--- src/sv/pid_controller_step_assert.svh ---
// assertion macros shared by the pid step block
`ifndef PID_CONTROLLER_STEP_ASSERT_SVH
`define PID_CONTROLLER_STEP_ASSERT_SVH

// same-cycle implication, checked on clk with reset masked
`define PIDC_ASSERT_NOW(lbl, ante, cons, msg) \
	lbl: assert property (@(posedge clk) disable iff (!arst_n) (ante) |-> (cons)) \
		else $error(msg);

// next-cycle implication, checked on clk with reset masked
`define PIDC_ASSERT_NEXT(lbl, ante, cons, msg) \
	lbl: assert property (@(posedge clk) disable iff (!arst_n) (ante) |=> (cons)) \
		else $error(msg);

`endif

--- src/sv/pidc_pkg.sv ---
// shared types, constants, microcode program and arithmetic helpers of the pid step block
`default_nettype none

package pidc_pkg;

	localparam int DATA_W      = 32;
	localparam int PROD_W      = 2 * DATA_W;
	localparam int FRAC_BITS   = 16;
	localparam int DEG_SHIFT   = 24;
	localparam int GAIN_W      = 31;
	localparam int PERIOD_W    = 16;
	localparam int REQ_W       = 2;
	localparam int ADDR_W      = 5;
	localparam int REG_IDX_LSB = 2;
	localparam int REG_IDX_W   = 3;
	localparam int UPC_W       = 4;

	// 180/pi as unsigned Q7.24
	localparam logic [GAIN_W-1:0] RAD2DEG_Q24 = 31'd961263669;

	localparam logic signed [DATA_W-1:0] SAT_HI = {1'b0, {(DATA_W-1){1'b1}}};
	localparam logic signed [DATA_W-1:0] SAT_LO = {1'b1, {(DATA_W-1){1'b0}}};

	// -50.0 and 50.0 in Q16.16
	localparam logic signed [DATA_W-1:0] OUT_MIN_RST = -32'sd3276800;
	localparam logic signed [DATA_W-1:0] OUT_MAX_RST = 32'sd3276800;
	localparam logic [PERIOD_W-1:0]      PERIOD_RST  = 16'd10;

	localparam logic [UPC_W-1:0] UPC_INIT = 4'd9;

	typedef enum logic [REQ_W-1:0] {
		REQ_TIMED  = 2'd0,
		REQ_DIRECT = 2'd1,
		REQ_INIT   = 2'd2
	} req_t;

	typedef enum logic [REG_IDX_W-1:0] {
		REG_PROP_GAIN   = 3'd0,
		REG_INTEG_GAIN  = 3'd1,
		REG_DERIV_GAIN  = 3'd2,
		REG_OUT_MIN     = 3'd3,
		REG_OUT_MAX     = 3'd4,
		REG_PERIOD      = 3'd5,
		REG_REVERSE     = 3'd6,
		REG_AUTO_MODE   = 3'd7
	} reg_idx_t;

	typedef enum logic [1:0] {
		ST_IDLE,
		ST_RUN,
		ST_DONE
	} flow_state_t;

	typedef enum logic [2:0] {
		MUL_NONE,
		MUL_RAD_DEG,
		MUL_KP_ERR,
		MUL_KI_ERR,
		MUL_KD_DIN
	} mul_sel_t;

	typedef enum logic [3:0] {
		ALU_NOP,
		ALU_DEG,
		ALU_ERR_DIN,
		ALU_PROP,
		ALU_IPART,
		ALU_DERIV,
		ALU_INTEG,
		ALU_DRIVE,
		ALU_INIT
	} alu_op_t;

	typedef enum logic {
		JMP_NONE,
		JMP_IF_INIT
	} jmp_t;

	typedef struct packed {
		mul_sel_t           mul_sel;
		alu_op_t            alu_op;
		jmp_t               jmp;
		logic [UPC_W-1:0]   target;
		logic               last;
	} ucode_t;

	typedef struct packed {
		mul_sel_t mul_sel;
		alu_op_t  alu_op;
	} seq_ctl_t;

	typedef struct packed {
		logic [GAIN_W-1:0]          prop_gain;
		logic [GAIN_W-1:0]          integ_gain;
		logic [GAIN_W-1:0]          deriv_gain;
		logic signed [DATA_W-1:0]   out_min;
		logic signed [DATA_W-1:0]   out_max;
		logic [PERIOD_W-1:0]        sample_period;
		logic                       reverse_acting;
		logic                       auto_mode;
	} cfg_t;

	typedef struct packed {
		logic                       valid;
		logic signed [DATA_W-1:0]   lo;
		logic signed [DATA_W-1:0]   hi;
	} lim_upd_t;

	typedef struct packed {
		logic signed [DATA_W-1:0] drive;
		logic signed [DATA_W-1:0] prop;
		logic signed [DATA_W-1:0] integ;
		logic signed [DATA_W-1:0] deriv;
	} dp_view_t;

	// control store: compute runs 0..8, initialize branches off after the degree step
	function automatic ucode_t ucode_rom(input logic [UPC_W-1:0] upc);
		ucode_t w;
		unique case (upc)
			4'd0:    w = '{MUL_RAD_DEG, ALU_NOP,     JMP_NONE,    '0,       1'b0};
			4'd1:    w = '{MUL_NONE,    ALU_DEG,     JMP_IF_INIT, UPC_INIT, 1'b0};
			4'd2:    w = '{MUL_NONE,    ALU_ERR_DIN, JMP_NONE,    '0,       1'b0};
			4'd3:    w = '{MUL_KP_ERR,  ALU_NOP,     JMP_NONE,    '0,       1'b0};
			4'd4:    w = '{MUL_KI_ERR,  ALU_PROP,    JMP_NONE,    '0,       1'b0};
			4'd5:    w = '{MUL_KD_DIN,  ALU_IPART,   JMP_NONE,    '0,       1'b0};
			4'd6:    w = '{MUL_NONE,    ALU_DERIV,   JMP_NONE,    '0,       1'b0};
			4'd7:    w = '{MUL_NONE,    ALU_INTEG,   JMP_NONE,    '0,       1'b0};
			4'd8:    w = '{MUL_NONE,    ALU_DRIVE,   JMP_NONE,    '0,       1'b1};
			4'd9:    w = '{MUL_NONE,    ALU_INIT,    JMP_NONE,    '0,       1'b1};
			default: w = '{MUL_NONE,    ALU_NOP,     JMP_NONE,    '0,       1'b1};
		endcase
		return w;
	endfunction

	function automatic logic signed [PROD_W-1:0] sx(input logic signed [DATA_W-1:0] v);
		return PROD_W'(v);
	endfunction

	function automatic logic signed [DATA_W-1:0] sat_prod(input logic signed [PROD_W-1:0] x);
		logic signed [PROD_W-1:0] hi;
		logic signed [PROD_W-1:0] lo;
		hi = sx(SAT_HI);
		lo = sx(SAT_LO);
		if (x > hi) begin
			return SAT_HI;
		end else if (x < lo) begin
			return SAT_LO;
		end
		return x[DATA_W-1:0];
	endfunction

	// round to nearest, halves toward plus infinity
	function automatic logic signed [PROD_W-1:0] round_shr(input logic signed [PROD_W-1:0] x,
		input int unsigned s);
		logic signed [PROD_W-1:0] half;
		logic signed [PROD_W-1:0] sum;
		half = {{(PROD_W-1){1'b0}}, 1'b1} << (s - 1);
		sum  = x + half;
		return sum >>> s;
	endfunction

	function automatic logic signed [DATA_W-1:0] gain_post(input logic signed [PROD_W-1:0] prod,
		input logic rev);
		logic signed [PROD_W-1:0] r;
		r = round_shr(prod, FRAC_BITS);
		if (rev) begin
			r = -r;
		end
		return sat_prod(r);
	endfunction

	// above max wins over below min when the limits cross
	function automatic logic signed [DATA_W-1:0] clamp_lim(input logic signed [PROD_W-1:0] x,
		input logic signed [DATA_W-1:0] lo, input logic signed [DATA_W-1:0] hi);
		if (x > sx(hi)) begin
			return hi;
		end else if (x < sx(lo)) begin
			return lo;
		end
		return x[DATA_W-1:0];
	endfunction

endpackage

`default_nettype wire

--- src/sv/pidc_in_if.sv ---
// request channel: valid/ready plus one request transaction
`default_nettype none

interface pidc_in_if;
	import pidc_pkg::*;

	logic                       valid;
	logic                       ready;
	logic [REQ_W-1:0]           req_type;
	logic signed [DATA_W-1:0]   measured_rad;
	logic signed [DATA_W-1:0]   setpoint_deg;
	logic [DATA_W-1:0]          now_ms;
	logic signed [DATA_W-1:0]   manual_output;

	modport source (
		output valid, req_type, measured_rad, setpoint_deg, now_ms, manual_output,
		input  ready
	);

	modport sink (
		input  valid, req_type, measured_rad, setpoint_deg, now_ms, manual_output,
		output ready
	);

endinterface

`default_nettype wire

--- src/sv/pidc_out_if.sv ---
// result channel: valid/ready plus one result transaction
`default_nettype none

interface pidc_out_if;
	import pidc_pkg::*;

	logic                       valid;
	logic                       ready;
	logic                       computed;
	logic signed [DATA_W-1:0]   drive;
	logic signed [DATA_W-1:0]   prop_term;
	logic signed [DATA_W-1:0]   integ_term;
	logic signed [DATA_W-1:0]   deriv_term;

	modport source (
		output valid, computed, drive, prop_term, integ_term, deriv_term,
		input  ready
	);

	modport sink (
		input  valid, computed, drive, prop_term, integ_term, deriv_term,
		output ready
	);

endinterface

`default_nettype wire

--- src/sv/pidc_regs.sv ---
// apb configuration register file of the pid step block
`default_nettype none

module pidc_regs (
	input  wire logic                       clk,
	input  wire logic                       arst_n,
	input  wire logic                       psel,
	input  wire logic                       penable,
	input  wire logic                       pwrite,
	input  wire logic [pidc_pkg::ADDR_W-1:0] paddr,
	input  wire logic [pidc_pkg::DATA_W-1:0] pwdata,
	output logic [pidc_pkg::DATA_W-1:0]      prdata,
	output pidc_pkg::cfg_t                   cfg,
	output pidc_pkg::lim_upd_t               lim
);
	import pidc_pkg::*;

	cfg_t     cfg_q;
	reg_idx_t idx;
	logic     wr;

	assign idx = reg_idx_t'(paddr[REG_IDX_LSB +: REG_IDX_W]);
	assign wr  = psel & penable & pwrite;
	assign cfg = cfg_q;

	always_ff @(posedge clk or negedge arst_n) begin
		if (!arst_n) begin
			cfg_q.prop_gain      <= '0;
			cfg_q.integ_gain     <= '0;
			cfg_q.deriv_gain     <= '0;
			cfg_q.out_min        <= OUT_MIN_RST;
			cfg_q.out_max        <= OUT_MAX_RST;
			cfg_q.sample_period  <= PERIOD_RST;
			cfg_q.reverse_acting <= 1'b0;
			cfg_q.auto_mode      <= 1'b1;
		end else if (wr) begin
			unique case (idx)
				REG_PROP_GAIN:  cfg_q.prop_gain      <= pwdata[GAIN_W-1:0];
				REG_INTEG_GAIN: cfg_q.integ_gain     <= pwdata[GAIN_W-1:0];
				REG_DERIV_GAIN: cfg_q.deriv_gain     <= pwdata[GAIN_W-1:0];
				REG_OUT_MIN:    cfg_q.out_min        <= pwdata;
				REG_OUT_MAX:    cfg_q.out_max        <= pwdata;
				REG_PERIOD:     cfg_q.sample_period  <= pwdata[PERIOD_W-1:0];
				REG_REVERSE:    cfg_q.reverse_acting <= pwdata[0];
				REG_AUTO_MODE:  cfg_q.auto_mode      <= pwdata[0];
			endcase
		end
	end

	// new limits go to the datapath in the write cycle so the clamp sees them
	always_comb begin
		lim.valid = wr && cfg_q.auto_mode && (idx == REG_OUT_MIN || idx == REG_OUT_MAX);
		lim.lo    = (idx == REG_OUT_MIN) ? pwdata : cfg_q.out_min;
		lim.hi    = (idx == REG_OUT_MAX) ? pwdata : cfg_q.out_max;
	end

	always_comb begin
		unique case (idx)
			REG_PROP_GAIN:  prdata = DATA_W'(cfg_q.prop_gain);
			REG_INTEG_GAIN: prdata = DATA_W'(cfg_q.integ_gain);
			REG_DERIV_GAIN: prdata = DATA_W'(cfg_q.deriv_gain);
			REG_OUT_MIN:    prdata = cfg_q.out_min;
			REG_OUT_MAX:    prdata = cfg_q.out_max;
			REG_PERIOD:     prdata = DATA_W'(cfg_q.sample_period);
			REG_REVERSE:    prdata = DATA_W'(cfg_q.reverse_acting);
			REG_AUTO_MODE:  prdata = DATA_W'(cfg_q.auto_mode);
		endcase
	end

endmodule

`default_nettype wire

--- src/sv/pidc_seq.sv ---
// microcode sequencer: step counter, control store and conditional jump
`default_nettype none

module pidc_seq (
	input  wire logic          clk,
	input  wire logic          arst_n,
	input  wire logic          start,
	input  wire logic          init_mode,
	output pidc_pkg::seq_ctl_t ctl,
	output logic               busy,
	output logic               done
);
	import pidc_pkg::*;

	logic [UPC_W-1:0] upc_q;
	logic             busy_q;
	logic             init_q;
	ucode_t           word;

	assign word = ucode_rom(upc_q);
	assign busy = busy_q;
	assign done = busy_q & word.last;

	always_comb begin
		ctl.mul_sel = MUL_NONE;
		ctl.alu_op  = ALU_NOP;
		if (busy_q) begin
			ctl.mul_sel = word.mul_sel;
			ctl.alu_op  = word.alu_op;
		end
	end

	always_ff @(posedge clk or negedge arst_n) begin
		if (!arst_n) begin
			upc_q  <= '0;
			busy_q <= 1'b0;
			init_q <= 1'b0;
		end else if (start) begin
			upc_q  <= '0;
			busy_q <= 1'b1;
			init_q <= init_mode;
		end else if (busy_q) begin
			if (word.last) begin
				busy_q <= 1'b0;
			end else if (word.jmp == JMP_IF_INIT && init_q) begin
				upc_q <= word.target;
			end else begin
				upc_q <= upc_q + 1'b1;
			end
		end
	end

endmodule

`default_nettype wire

--- src/sv/pidc_dp.sv ---
// pid datapath: shared multiplier, rounding/saturation unit and state registers
`default_nettype none

module pidc_dp (
	input  wire logic                              clk,
	input  wire logic                              arst_n,
	input  wire pidc_pkg::cfg_t                    cfg,
	input  wire pidc_pkg::lim_upd_t                lim,
	input  wire pidc_pkg::seq_ctl_t                ctl,
	input  wire logic                              load,
	input  wire logic signed [pidc_pkg::DATA_W-1:0] rad,
	input  wire logic signed [pidc_pkg::DATA_W-1:0] sp,
	input  wire logic signed [pidc_pkg::DATA_W-1:0] man,
	output pidc_pkg::dp_view_t                     view
);
	import pidc_pkg::*;

	// operands latched from the request
	logic signed [DATA_W-1:0] rad_q, sp_q, man_q;
	// scratch
	logic signed [PROD_W-1:0] prod_q;
	logic signed [DATA_W-1:0] in_deg_q, err_q, din_q, p_q, t_q, d_q;
	// architectural state
	logic signed [DATA_W-1:0] integ_q, prev_q, drive_q, prop_q, deriv_q;

	logic [GAIN_W-1:0]        mul_a;
	logic signed [DATA_W-1:0] mul_b;
	logic signed [DATA_W-1:0] post;

	assign view.drive = drive_q;
	assign view.prop  = prop_q;
	assign view.integ = integ_q;
	assign view.deriv = deriv_q;

	always_comb begin
		mul_a = RAD2DEG_Q24;
		mul_b = rad_q;
		unique case (ctl.mul_sel)
			MUL_NONE,
			MUL_RAD_DEG: begin
				mul_a = RAD2DEG_Q24;
				mul_b = rad_q;
			end
			MUL_KP_ERR: begin
				mul_a = cfg.prop_gain;
				mul_b = err_q;
			end
			MUL_KI_ERR: begin
				mul_a = cfg.integ_gain;
				mul_b = err_q;
			end
			MUL_KD_DIN: begin
				mul_a = cfg.deriv_gain;
				mul_b = din_q;
			end
			default: begin
				mul_a = RAD2DEG_Q24;
				mul_b = rad_q;
			end
		endcase
	end

	assign post = gain_post(prod_q, cfg.reverse_acting);

	always_ff @(posedge clk) begin
		if (load) begin
			rad_q <= rad;
			sp_q  <= sp;
			man_q <= man;
		end
		if (ctl.mul_sel != MUL_NONE) begin
			prod_q <= $signed({1'b0, mul_a}) * mul_b;
		end
		unique case (ctl.alu_op)
			ALU_DEG:     in_deg_q <= sat_prod(round_shr(prod_q, DEG_SHIFT));
			ALU_ERR_DIN: begin
				err_q <= sat_prod(sx(sp_q) - sx(in_deg_q));
				din_q <= sat_prod(sx(in_deg_q) - sx(prev_q));
			end
			ALU_PROP:    p_q <= post;
			ALU_IPART:   t_q <= post;
			ALU_DERIV:   d_q <= sat_prod(-sx(post));
			default: ;
		endcase
	end

	always_ff @(posedge clk or negedge arst_n) begin
		if (!arst_n) begin
			integ_q <= '0;
			prev_q  <= '0;
			drive_q <= '0;
			prop_q  <= '0;
			deriv_q <= '0;
		end else if (lim.valid) begin
			integ_q <= clamp_lim(sx(integ_q), lim.lo, lim.hi);
			drive_q <= clamp_lim(sx(drive_q), lim.lo, lim.hi);
		end else begin
			unique case (ctl.alu_op)
				ALU_INTEG: begin
					integ_q <= clamp_lim(sx(integ_q) + sx(t_q), cfg.out_min, cfg.out_max);
				end
				ALU_DRIVE: begin
					drive_q <= clamp_lim(sx(p_q) + sx(integ_q) + sx(d_q),
						cfg.out_min, cfg.out_max);
					prop_q  <= p_q;
					deriv_q <= d_q;
					prev_q  <= in_deg_q;
				end
				ALU_INIT: begin
					integ_q <= clamp_lim(sx(man_q), cfg.out_min, cfg.out_max);
					prev_q  <= in_deg_q;
				end
				default: ;
			endcase
		end
	end

endmodule

`default_nettype wire

--- src/sv/pid_controller_step.sv ---
// pid step top level: a compute transaction runs the 9-step microcode program on the single
// shared multiplier, an initialize transaction a shorter branch of it, and a transaction
// that computes nothing skips the sequencer; the next request is taken once the result
// sits in the output register, so no new request is accepted while one is in flight.
// arst_n clears control, integral, last input, held terms and the timer; the first timed
// request in auto mode after reset always computes.
`default_nettype none

`include "pid_controller_step_assert.svh"

module pid_controller_step (
	input  wire logic                        clk,
	input  wire logic                        arst_n,
	pidc_in_if.sink                          in_ch,
	pidc_out_if.source                       out_ch,
	input  wire logic                        psel,
	input  wire logic                        penable,
	input  wire logic                        pwrite,
	input  wire logic [pidc_pkg::ADDR_W-1:0]  paddr,
	input  wire logic [pidc_pkg::DATA_W-1:0]  pwdata,
	output logic [pidc_pkg::DATA_W-1:0]       prdata,
	output logic                             pready
);
	import pidc_pkg::*;

	flow_state_t state_q, state_d;

	cfg_t      cfg;
	lim_upd_t  lim;
	seq_ctl_t  ctl;
	dp_view_t  view;

	logic seq_busy, seq_done, seq_start;

	// request decode in the accept cycle
	logic              acc;
	logic [DATA_W-1:0] elapsed;
	logic              is_timed, is_direct, is_init;
	logic              due, do_comp;

	// sample timer
	logic [DATA_W-1:0] last_ms_q;
	logic              first_q;

	// result register, parts the request side from the result side
	logic out_load;
	logic out_valid_q;
	logic comp_q;

	assign pready = 1'b1;

	pidc_regs u_regs (
		.clk     (clk),
		.arst_n  (arst_n),
		.psel    (psel),
		.penable (penable),
		.pwrite  (pwrite),
		.paddr   (paddr),
		.pwdata  (pwdata),
		.prdata  (prdata),
		.cfg     (cfg),
		.lim     (lim)
	);

	assign acc       = in_ch.valid & in_ch.ready;
	assign is_timed  = in_ch.req_type == REQ_TIMED;
	assign is_direct = in_ch.req_type == REQ_DIRECT;
	assign is_init   = in_ch.req_type == REQ_INIT;
	// modular difference handles timestamp wrap
	assign elapsed   = in_ch.now_ms - last_ms_q;
	assign due       = first_q || (elapsed >= DATA_W'(cfg.sample_period));
	assign do_comp   = cfg.auto_mode && ((is_timed && due) || is_direct);
	// reserved request code, timed requests not yet due and manual-mode computes go straight to the result
	assign seq_start = acc && (do_comp || is_init);

	pidc_seq u_seq (
		.clk       (clk),
		.arst_n    (arst_n),
		.start     (seq_start),
		.init_mode (is_init),
		.ctl       (ctl),
		.busy      (seq_busy),
		.done      (seq_done)
	);

	pidc_dp u_dp (
		.clk    (clk),
		.arst_n (arst_n),
		.cfg    (cfg),
		.lim    (lim),
		.ctl    (ctl),
		.load   (acc),
		.rad    (in_ch.measured_rad),
		.sp     (in_ch.setpoint_deg),
		.man    (in_ch.manual_output),
		.view   (view)
	);

	// timed compute restarts the sample window; direct compute leaves it alone
	always_ff @(posedge clk or negedge arst_n) begin
		if (!arst_n) begin
			last_ms_q <= '0;
			first_q   <= 1'b1;
		end else if (acc && is_timed && cfg.auto_mode && due) begin
			last_ms_q <= in_ch.now_ms;
			first_q   <= 1'b0;
		end
	end

	always_ff @(posedge clk or negedge arst_n) begin
		if (!arst_n) begin
			state_q <= ST_IDLE;
		end else begin
			state_q <= state_d;
		end
	end

	always_comb begin
		state_d     = state_q;
		in_ch.ready = 1'b0;
		out_load    = 1'b0;
		unique case (state_q)
			ST_IDLE: begin
				in_ch.ready = 1'b1;
				if (acc) begin
					state_d = seq_start ? ST_RUN : ST_DONE;
				end
			end
			ST_RUN: begin
				if (seq_done) begin
					state_d = ST_DONE;
				end
			end
			ST_DONE: begin
				// wait for the output register to free up
				if (!out_valid_q || out_ch.ready) begin
					out_load = 1'b1;
					state_d  = ST_IDLE;
				end
			end
			default: state_d = ST_IDLE;
		endcase
	end

	// computed flag captured at accept, held through the microcode run
	always_ff @(posedge clk) begin
		if (acc) begin
			comp_q <= do_comp;
		end
	end

	always_ff @(posedge clk or negedge arst_n) begin
		if (!arst_n) begin
			out_valid_q <= 1'b0;
		end else if (out_load) begin
			out_valid_q <= 1'b1;
		end else if (out_ch.ready) begin
			out_valid_q <= 1'b0;
		end
	end

	always_ff @(posedge clk) begin
		if (out_load) begin
			out_ch.computed   <= comp_q;
			out_ch.drive      <= view.drive;
			out_ch.prop_term  <= view.prop;
			out_ch.integ_term <= view.integ;
			out_ch.deriv_term <= view.deriv;
		end
	end

	assign out_ch.valid = out_valid_q;

	// a new request never lands on a running program or a pending result load
	`PIDC_ASSERT_NOW(a_accept_quiet, acc, !seq_busy && !out_load, "request accepted while busy")
	// the run state always has the sequencer stepping
	`PIDC_ASSERT_NOW(a_run_busy, state_q == ST_RUN, seq_busy, "run state without sequencer")
	// end of program hands over to the result stage and stops the sequencer
	`PIDC_ASSERT_NEXT(a_done_next, seq_done, state_q == ST_DONE && !seq_busy, "bad program end")

endmodule

`default_nettype wire

--- src/flat_wrapper.sv ---
// flat-port wrapper written by rule: the top's interface ports become plain ports
module pid_controller_step_flat import pidc_pkg::*;
  (clk, arst_n, psel, penable, pwrite, paddr, pwdata, prdata, pready, in_ch_valid, in_ch_req_type, in_ch_measured_rad, in_ch_setpoint_deg, in_ch_now_ms, in_ch_manual_output, in_ch_ready, out_ch_valid, out_ch_computed, out_ch_drive, out_ch_prop_term, out_ch_integ_term, out_ch_deriv_term, out_ch_ready);
  pidc_in_if in_ch_i ();
  pidc_out_if out_ch_i ();
  input  wire logic clk;
  input  wire logic arst_n;
  input  wire logic psel;
  input  wire logic penable;
  input  wire logic pwrite;
  input  wire logic [pidc_pkg::ADDR_W-1:0] paddr;
  input  wire logic [pidc_pkg::DATA_W-1:0] pwdata;
  output logic [pidc_pkg::DATA_W-1:0] prdata;
  output logic pready;
  input wire logic [$bits(in_ch_i.valid)-1:0] in_ch_valid;
  input wire logic [$bits(in_ch_i.req_type)-1:0] in_ch_req_type;
  input wire logic [$bits(in_ch_i.measured_rad)-1:0] in_ch_measured_rad;
  input wire logic [$bits(in_ch_i.setpoint_deg)-1:0] in_ch_setpoint_deg;
  input wire logic [$bits(in_ch_i.now_ms)-1:0] in_ch_now_ms;
  input wire logic [$bits(in_ch_i.manual_output)-1:0] in_ch_manual_output;
  output wire logic [$bits(in_ch_i.ready)-1:0] in_ch_ready;
  output wire logic [$bits(out_ch_i.valid)-1:0] out_ch_valid;
  output wire logic [$bits(out_ch_i.computed)-1:0] out_ch_computed;
  output wire logic [$bits(out_ch_i.drive)-1:0] out_ch_drive;
  output wire logic [$bits(out_ch_i.prop_term)-1:0] out_ch_prop_term;
  output wire logic [$bits(out_ch_i.integ_term)-1:0] out_ch_integ_term;
  output wire logic [$bits(out_ch_i.deriv_term)-1:0] out_ch_deriv_term;
  input wire logic [$bits(out_ch_i.ready)-1:0] out_ch_ready;
  assign in_ch_i.valid = in_ch_valid;
  assign in_ch_i.req_type = in_ch_req_type;
  assign in_ch_i.measured_rad = in_ch_measured_rad;
  assign in_ch_i.setpoint_deg = in_ch_setpoint_deg;
  assign in_ch_i.now_ms = in_ch_now_ms;
  assign in_ch_i.manual_output = in_ch_manual_output;
  assign in_ch_ready = in_ch_i.ready;
  assign out_ch_valid = out_ch_i.valid;
  assign out_ch_computed = out_ch_i.computed;
  assign out_ch_drive = out_ch_i.drive;
  assign out_ch_prop_term = out_ch_i.prop_term;
  assign out_ch_integ_term = out_ch_i.integ_term;
  assign out_ch_deriv_term = out_ch_i.deriv_term;
  assign out_ch_i.ready = out_ch_ready;
  pid_controller_step u_core (.clk(clk), .arst_n(arst_n), .in_ch(in_ch_i), .out_ch(out_ch_i), .psel(psel), .penable(penable), .pwrite(pwrite), .paddr(paddr), .pwdata(pwdata), .prdata(prdata), .pready(pready));
endmodule
--- config.mk ---
export PLATFORM = sky130hd
export DESIGN_NAME = pid_controller_step_flat
export DESIGN_NICKNAME = d
export VERILOG_FILES = /design/src/sv/pidc_pkg.sv /design/src/sv/pidc_in_if.sv /design/src/sv/pidc_out_if.sv /design/src/sv/pidc_regs.sv /design/src/sv/pidc_seq.sv /design/src/sv/pidc_dp.sv /design/src/sv/pid_controller_step.sv /design/src/flat_wrapper.sv
export VERILOG_INCLUDE_DIRS = /design/src /design/src/sv
export SDC_FILE = /design/constraint.sdc
export NUM_CORES = 2
export LEC_CHECK = 0
export BUFFER_PORTS_ARGS = -buffer_cell sky130_fd_sc_hd__clkbuf_2
export CORE_MARGIN = 5
export CORE_UTILIZATION = 55
export DETAILED_ROUTE_END_ITERATION = 6
export PLACE_DENSITY = 0.74
export SYNTH_ARGS = -nofsm -noshare
export SYNTH_HDL_FRONTEND = slang
export SYNTH_SLANG_ARGS = --single-unit
--- constraint.sdc ---
create_clock -name clk -period 9.7 [get_ports clk]
set_clock_uncertainty 0.15 [all_clocks]
set_input_delay 0.485 -clock clk [delete_from_list [all_inputs] [get_ports clk]]
set_output_delay 0.485 -clock clk [all_outputs]
set_load 0.02 [all_outputs]
After elaboration in Yosys (flattened, before gate mapping)
Memories as Yosys holds them, arrays and structs flattened.
Cells that the tools add are included.
{"block": "word_totals", "ff_bits": 859, "romBits": 176, "input_bits": 174, "elab_cells": 230, "memories": 1}
{"block": "classes", "n_eq_ne": 28, "reduce_logical": 37, "add_sub_neg": 11, "order_cmp": 21, "n_mux": 90, "bitwise": 5, "mul": 1}
{"name": "(name not given)", "depth": 16, "width": 11, "rd": 1, "rd_clocked_by_memory_dff": 0, "write_ports": 0, "line": "pidc_pkg.sv:119", "source": "unique case (upc)"}
{"op": "32-bit 2-to-1 mux", "n": 35}
{"op": "32-bit case mux with 8 select lines", "n": 1}
{"op": "64-bit by 32-bit > comparator with 1-bit output, second input constant", "n": 2}
{"op": "64-bit by 32-bit < comparator with 1-bit output, second input constant", "n": 2}
{"op": "32-bit case mux with 2 select lines", "n": 2}
{"op": "32-bit > comparator", "n": 3}
{"op": "32-bit < comparator", "n": 3}
{"op": "31-bit case mux with 3 select lines", "n": 1}
{"op": "32-bit by 32-bit adder with 33-bit output", "n": 2}
{"op": "33-bit by 32-bit > comparator with 1-bit output, second input constant", "n": 2}
{"op": "33-bit by 32-bit < comparator with 1-bit output, second input constant", "n": 2}
{"op": "32-bit by 32-bit subtractor with 33-bit output", "n": 2}
{"op": "64-bit by 17-bit adder with 64-bit output, second input constant", "n": 1}
{"op": "64-bit by 25-bit adder with 64-bit output, second input constant", "n": 1}
{"op": "32-bit by 32-bit multiplier with 64-bit output", "n": 1}
{"op": "64-bit 2-to-1 mux", "n": 1}
{"op": "32-bit negation with 64-bit output", "n": 1}
{"op": "48-bit negation with 64-bit output", "n": 1}
{"op": "40-bit by 32-bit > comparator with 1-bit output, second input constant", "n": 1}
{"op": "40-bit by 32-bit < comparator with 1-bit output, second input constant", "n": 1}
{"op": "1-bit 2-to-1 mux", "n": 40}
{"op": "33-bit by 32-bit adder with 34-bit output", "n": 1}
{"op": "34-bit by 32-bit > comparator with 1-bit output", "n": 1}
{"op": "34-bit by 32-bit < comparator with 1-bit output", "n": 1}
{"op": "32 further kinds", "n": 85}

Depth between registers and ports, before layout
{"block": "depth", "word_depth": 13, "mapped_depth": 43, "ltp_nobuf": 39}

Hierarchy
A second synthesis with hierarchy kept.
{"block": "hier_totals", "cells_unflattened": 9291, "hier_area_um2": 88223.4}
{"module": "pidc_dp", "cells_per_inst": 7925, "n_inst": 1, "seq_area_each_um2": 14123.5, "area_each_um2": 71054.4}
{"module": "pidc_regs", "cells_per_inst": 741, "n_inst": 1, "seq_area_each_um2": 4403.0, "area_each_um2": 8851.0}
{"module": "pid_controller_step", "cells_per_inst": 579, "n_inst": 1, "seq_area_each_um2": 4805.9, "area_each_um2": 7857.5}
{"module": "pidc_seq", "cells_per_inst": 46, "n_inst": 1, "seq_area_each_um2": 150.1, "area_each_um2": 460.4}

Least setup slack after synthesis
No wires, ideal clock.
{"block": "synth_timing", "kind": "register to register", "from": "reg u_core.u_seq.upc_q[0]", "to": "reg u_core.u_dp.prod_q[63], data pin", "path_buffers": 4, "path_slack_ns": -0.598, "required_ns": 9.291, "arrival_time_ns": 9.889, "stages_incl_launch_ff": 41, "cell_sequence": "dfrtp_1 inv_1 ha_1 clkbuf_1 nand3b_1 clkbuf_1 buf_1 mux2i_1 o21ai_1 clkbuf_1 nand2_1 fa_1 inv_1 fa_1 inv_1 fa_1 inv_1 fa_1 (+5 left out) fa_1 ha_1 a2111oi_0 a32oi_1 a21oi_1 a21oi_1 o211ai_1 a311oi_1 nor4_1 o21ai_0 a21oi_1 o211ai_1 nand3_1 a21boi_0 o21a_1 a311oi_1 o21bai_1 xnor2_1"}
{"block": "synth_via", "elab_chain_len": 6, "elab_cells_between_ends": 9, "cone_classes": "1 x mul; 3 x eq/ne; 3 x mux; 1 x reduce/logical; 1 x memory"}
{"item": "from (decl)", "line": "pidc_seq.sv:15", "source": "logic [UPC_W-1:0] upc_q;"}
{"item": "from (signal assigned)", "line": "pidc_seq.sv:46", "source": "upc_q <= word.target;"}
{"item": "from (signal assigned)", "line": "pidc_seq.sv:48", "source": "upc_q <= upc_q + 1'b1;"}
{"item": "memory read 16 x 11 bit (*)"}
{"item": "7-bit 2-to-1 mux (*)", "line": "pidc_seq.sv:27", "source": "if (busy_q) begin"}
{"item": "3-bit by 2-bit == test with 1-bit output", "line": "pidc_dp.sv:38", "source": "unique case (ctl.mul_sel)"}
{"item": "2-bit OR reduction (no line)"}
{"item": "32-bit case mux with 2 select lines", "line": "pidc_dp.sv:38"}
{"item": "32-bit by 32-bit multiplier with 64-bit output (*)", "line": "pidc_dp.sv:72", "source": "prod_q <= $signed({1'b0, mul_a}) * mul_b;"}
{"item": "to (signal assigned)", "line": "pidc_dp.sv:72"}
{"item": "to (decl)", "line": "pidc_dp.sv:21", "source": "logic signed [PROD_W-1:0] prod_q;"}
Mark *: on every way between the ends. The rest lies on a longest branch, timed or not.
A chain may end at the register's enable or synchronous reset.

Worst setup path in the final report
Same ends and word-level chain as after synthesis.

==> results.py <==
metrics = {
    "outcome": {
        "violations": "DRC, setup timing",
        "status": "finished, violations left",
    },
    "clock_network": {
        "clockBufferDepth": 3,
        "cts-buffers-inserted": 98,
        "path_clk_slew_ns": 0.06,
        "cts_tree": "yes",
        "cts.root.buffer_cell": "clkbuf_16",
        "cts.sinks": 844,
        "clock_latency_ns": 0.80,
        "cts_max_level": 3,
    },
    "cells_and_area": {
        "regArea_sq_um": 23500,
        "nFillCells": 12717,
        "largest_reg_flops": 175,
        "final_area_sq_um": 103000,
        "fin_nets": 12020,
        "drive_gt1_frac": 0.174,
        "multi_input_area_sq_um": 58400,
        "area_growth_pct": 18.1,
    },
    "worst_setup_path": {
        "cpPeakStageDelay_ns": 0.55,
        "worstSetupEndpointType": "register",
        "crit_type": "reg -> reg",
        "worstPathArrival_ns": 10.26,
        "crit_top_cell": "fa_1",
        "cp.required_ns": 10.05,
        "cp_slowest_cell": "fa_1",
        "startpoint_type": "register",
        "crit_path_max_fanout": 8,
    },
    "synthesis": {
        "yosysSeqAreaShare": 0.269,
        "async_flop_share": 0.447,
        "ys.flop_type": "edfxtp_1",
        "synth.top_cell.area_share": 0.207,
        "avgSynthCellArea_sq_um": 9.46,
        "yosysWarningCount": 0,
        "yosysUniqueCellTypes": 97,
        "synth_nets": 11091,
        "synth_area_leaders": "fa_1 (21%), edfxtp_1 (16%), ha_1 (11%), dfrtp_1 (10%), inv_1 (5.6%)",
        "synth_edf_count": 467,
        "synth_area_sq_um": 87200,
        "synth-seq-cells": 844,
        "synth_cells": 9215,
        "yosys.area.top_type": "fa_1",
    },
    "floorplanning": {
        "dieWidth_um": 408,
        "io_pins": 338,
        "rows": 146,
        "coreArea_sq_um": 158000,
        "start_util": 0.552,
        "design.die.area_sq_um": 167000,
        "dieHeight_um": 408,
    },
    "timing": {
        "setup-violations-final": 10,
        "relSlewSlack": 0.223,
        "hold_viol_final": 0,
        "rsz0062_at_grt": "true",
        "final-max-slew-violation-count": 0,
        "max_freq_mhz": 101,
        "tightest_slew_ns": 1.16,
        "fin_crit_ns": 9.91,
        "setup_ws_ns": -0.208,
        "final.setup.tns_ns": -1.43,
        "timing.final.crit_share": 1.02,
        "timing.hold.ws_ns": 0.0404,
    },
    "placed_design": {
        "place_area_sq_um": 95900,
        "dp_hpwl_mm": 286,
        "preCtsSetupSlack_ns": -0.787,
        "place_congestion": 1.07,
        "portBuffers": 334,
    },
    "drt": {
        "drc": 4,
        "wl_per_cell_um": 29.1,
        "vias": 76389,
        "drt-total-wl_mm": 359,
        "drt_iter0_markers": 7713,
        "firstDrtPassIters": 7,
        "via_per_inst": 6.20,
        "postRouteAntennaNets": 0,
    },
    "min_path": {
        "hold_class": "in -> reg",
    },
    "job": {
        "cap_violations": 0,
    },
    "global_route": {
        "grt_max_degree": 157,
        "antenna_found_initial": 20,
        "grt-ovfl-total": 0,
        "grt_first_pass_wirelength_mm": 521,
        "grt_pass1_vias": 78511,
        "grt.total_usage": 0.425,
    },
}
## stage by stage
| step | cells | util |
|---|---|---|
| CTS | 12277 | 0.648 |
| global placement | 11878 | 0.607 |
| global route | 12301 | 0.651 |
| floorplan | 9215 | - |
| finish | 12312 | 0.652 |
| detailed placement | 11878 | 0.607 |
## kinds of logic (layout without fill, tap and decap cells)
family,count (synthesis),in the layout,share of synthesized area
AOI/OAI and AO/OA,1591,1591,0.115
xor gates and xnor gates,311,311,0.0312
adders and majority gates,1706,1706,0.322
buffers and inverters,1724,2738,0.0750
DFF,844,844,0.269
muxes,399,399,0.0498
other,1,12,0.0000430
and+or+nand+nor,2639,2639,0.137
## critical path: cells and delay by family (launching register included)
kind | cells | cell delay, ns
DFF | 1 | 0.44
buffers and inverters | 11 | 1.16
AOI/OAI and AO/OA | 13 | 2.61
xor gates and xnor gates | 1 | 0.09
adders and majority gates | 10 | 4.16
and+or+nand+nor | 6 | 0.84
muxes | 1 | 0.17
## layout by cell type (no fill, tap or decap), types with 105 or more instances in the layout
cell type,n
o21ai_0,411
a21oi_1,382
mux2_2,217
ha_1,775
inv_1,1276
edfxtp_1,467
fa_1,884
o21a_1,122
nor2_1,595
a21o_1,113
buf_4,642
clkbuf_2,333
dfrtp_1,356
nand4_1,111
nand2_1,1197
dlygate4sd3_1,155
mux2i_1,175
xnor2_1,206
nor3_1,112
nor2b_1,105
## synthesized netlist by cell type (23+ instances only)
master / n
nor2b_1: 111
a211oi_1: 75
nand2b_1: 87
or2_2: 25
nand4_1: 111
o21ai_0: 420
xnor2_1: 208
o31ai_1: 45
a21oi_1: 398
and2_1: 85
nor4_1: 31
clkbuf_1: 360
nand2_1: 1221
ha_1: 799
o21bai_1: 23
edfxtp_1: 467
nand3_1: 89
o21ai_1: 41
a221o_1: 30
nor3_1: 113
o21a_1: 135
a21o_1: 113
fa_1: 903
inv_1: 1304
and3_1: 39
mux2_2: 217
xor2_1: 103
mux2i_1: 176
a31oi_1: 38
dfrtp_1: 357
buf_1: 35
o211ai_1: 40
nor2_1: 605
or3_1: 29
## area by class of cell
cell class	instances	share of cell area
antenna	11	0.000267
inverter	1304	0.0476
multi-input combinational	6647	0.568
clock inverter	56	0.00707
sequential	844	0.228
tap	2072	0.0252
timing repair buffer	1249	0.0976
clock buffer	129	0.0265
## layer usage
metal	track usage	vias to the layer above	wire [um]	share of wire
met3	0.0960	1519	33800	0.094
met1	0.498	37604	125000	0.35
met2	0.668	4572	161000	0.45
met5	0	-	53	0.00015
li1	-	32686	-	-
met4	0.355	8	38900	0.11
## path summary, 6_finish.rpt
path,from,endpoint,slack (ns),cells after the start
setup / recovery,u_core.u_seq.upc_q[0],u_core.u_dp.prod_q[63],-0.21,42
hold / removal,pwdata[25],u_core.u_regs.cfg[138],0.04,2
setup reg to reg,u_core.u_seq.upc_q[0],u_core.u_dp.prod_q[63],-0.21,42
hold reg to reg,u_core.u_dp.deriv_q[12],u_core.out_ch.deriv_term[12],0.27,0
max in group asynchronous,arst_n,u_core.u_dp.integ_q[9],7.45,3
min in group asynchronous,arst_n,u_core.u_dp.deriv_q[30],0.19,2
## repair_timing
| action | in CTS | in global routing |
|---|---|---|
| pin swaps | 132 | 100 |
| hold endpoints to repair | 279 | 0 |
| hold buffers | 155 | 0 |
| gates cloned | 5 | 2 |
| buffers inserted | 57 | 24 |
| resized for setup | 203 | 84 |
| setup endpoints to repair | 25 | 24 |
Power is not shown: default switching activity piles up to over one toggle a cycle in this logic, so the estimate is an artifact.
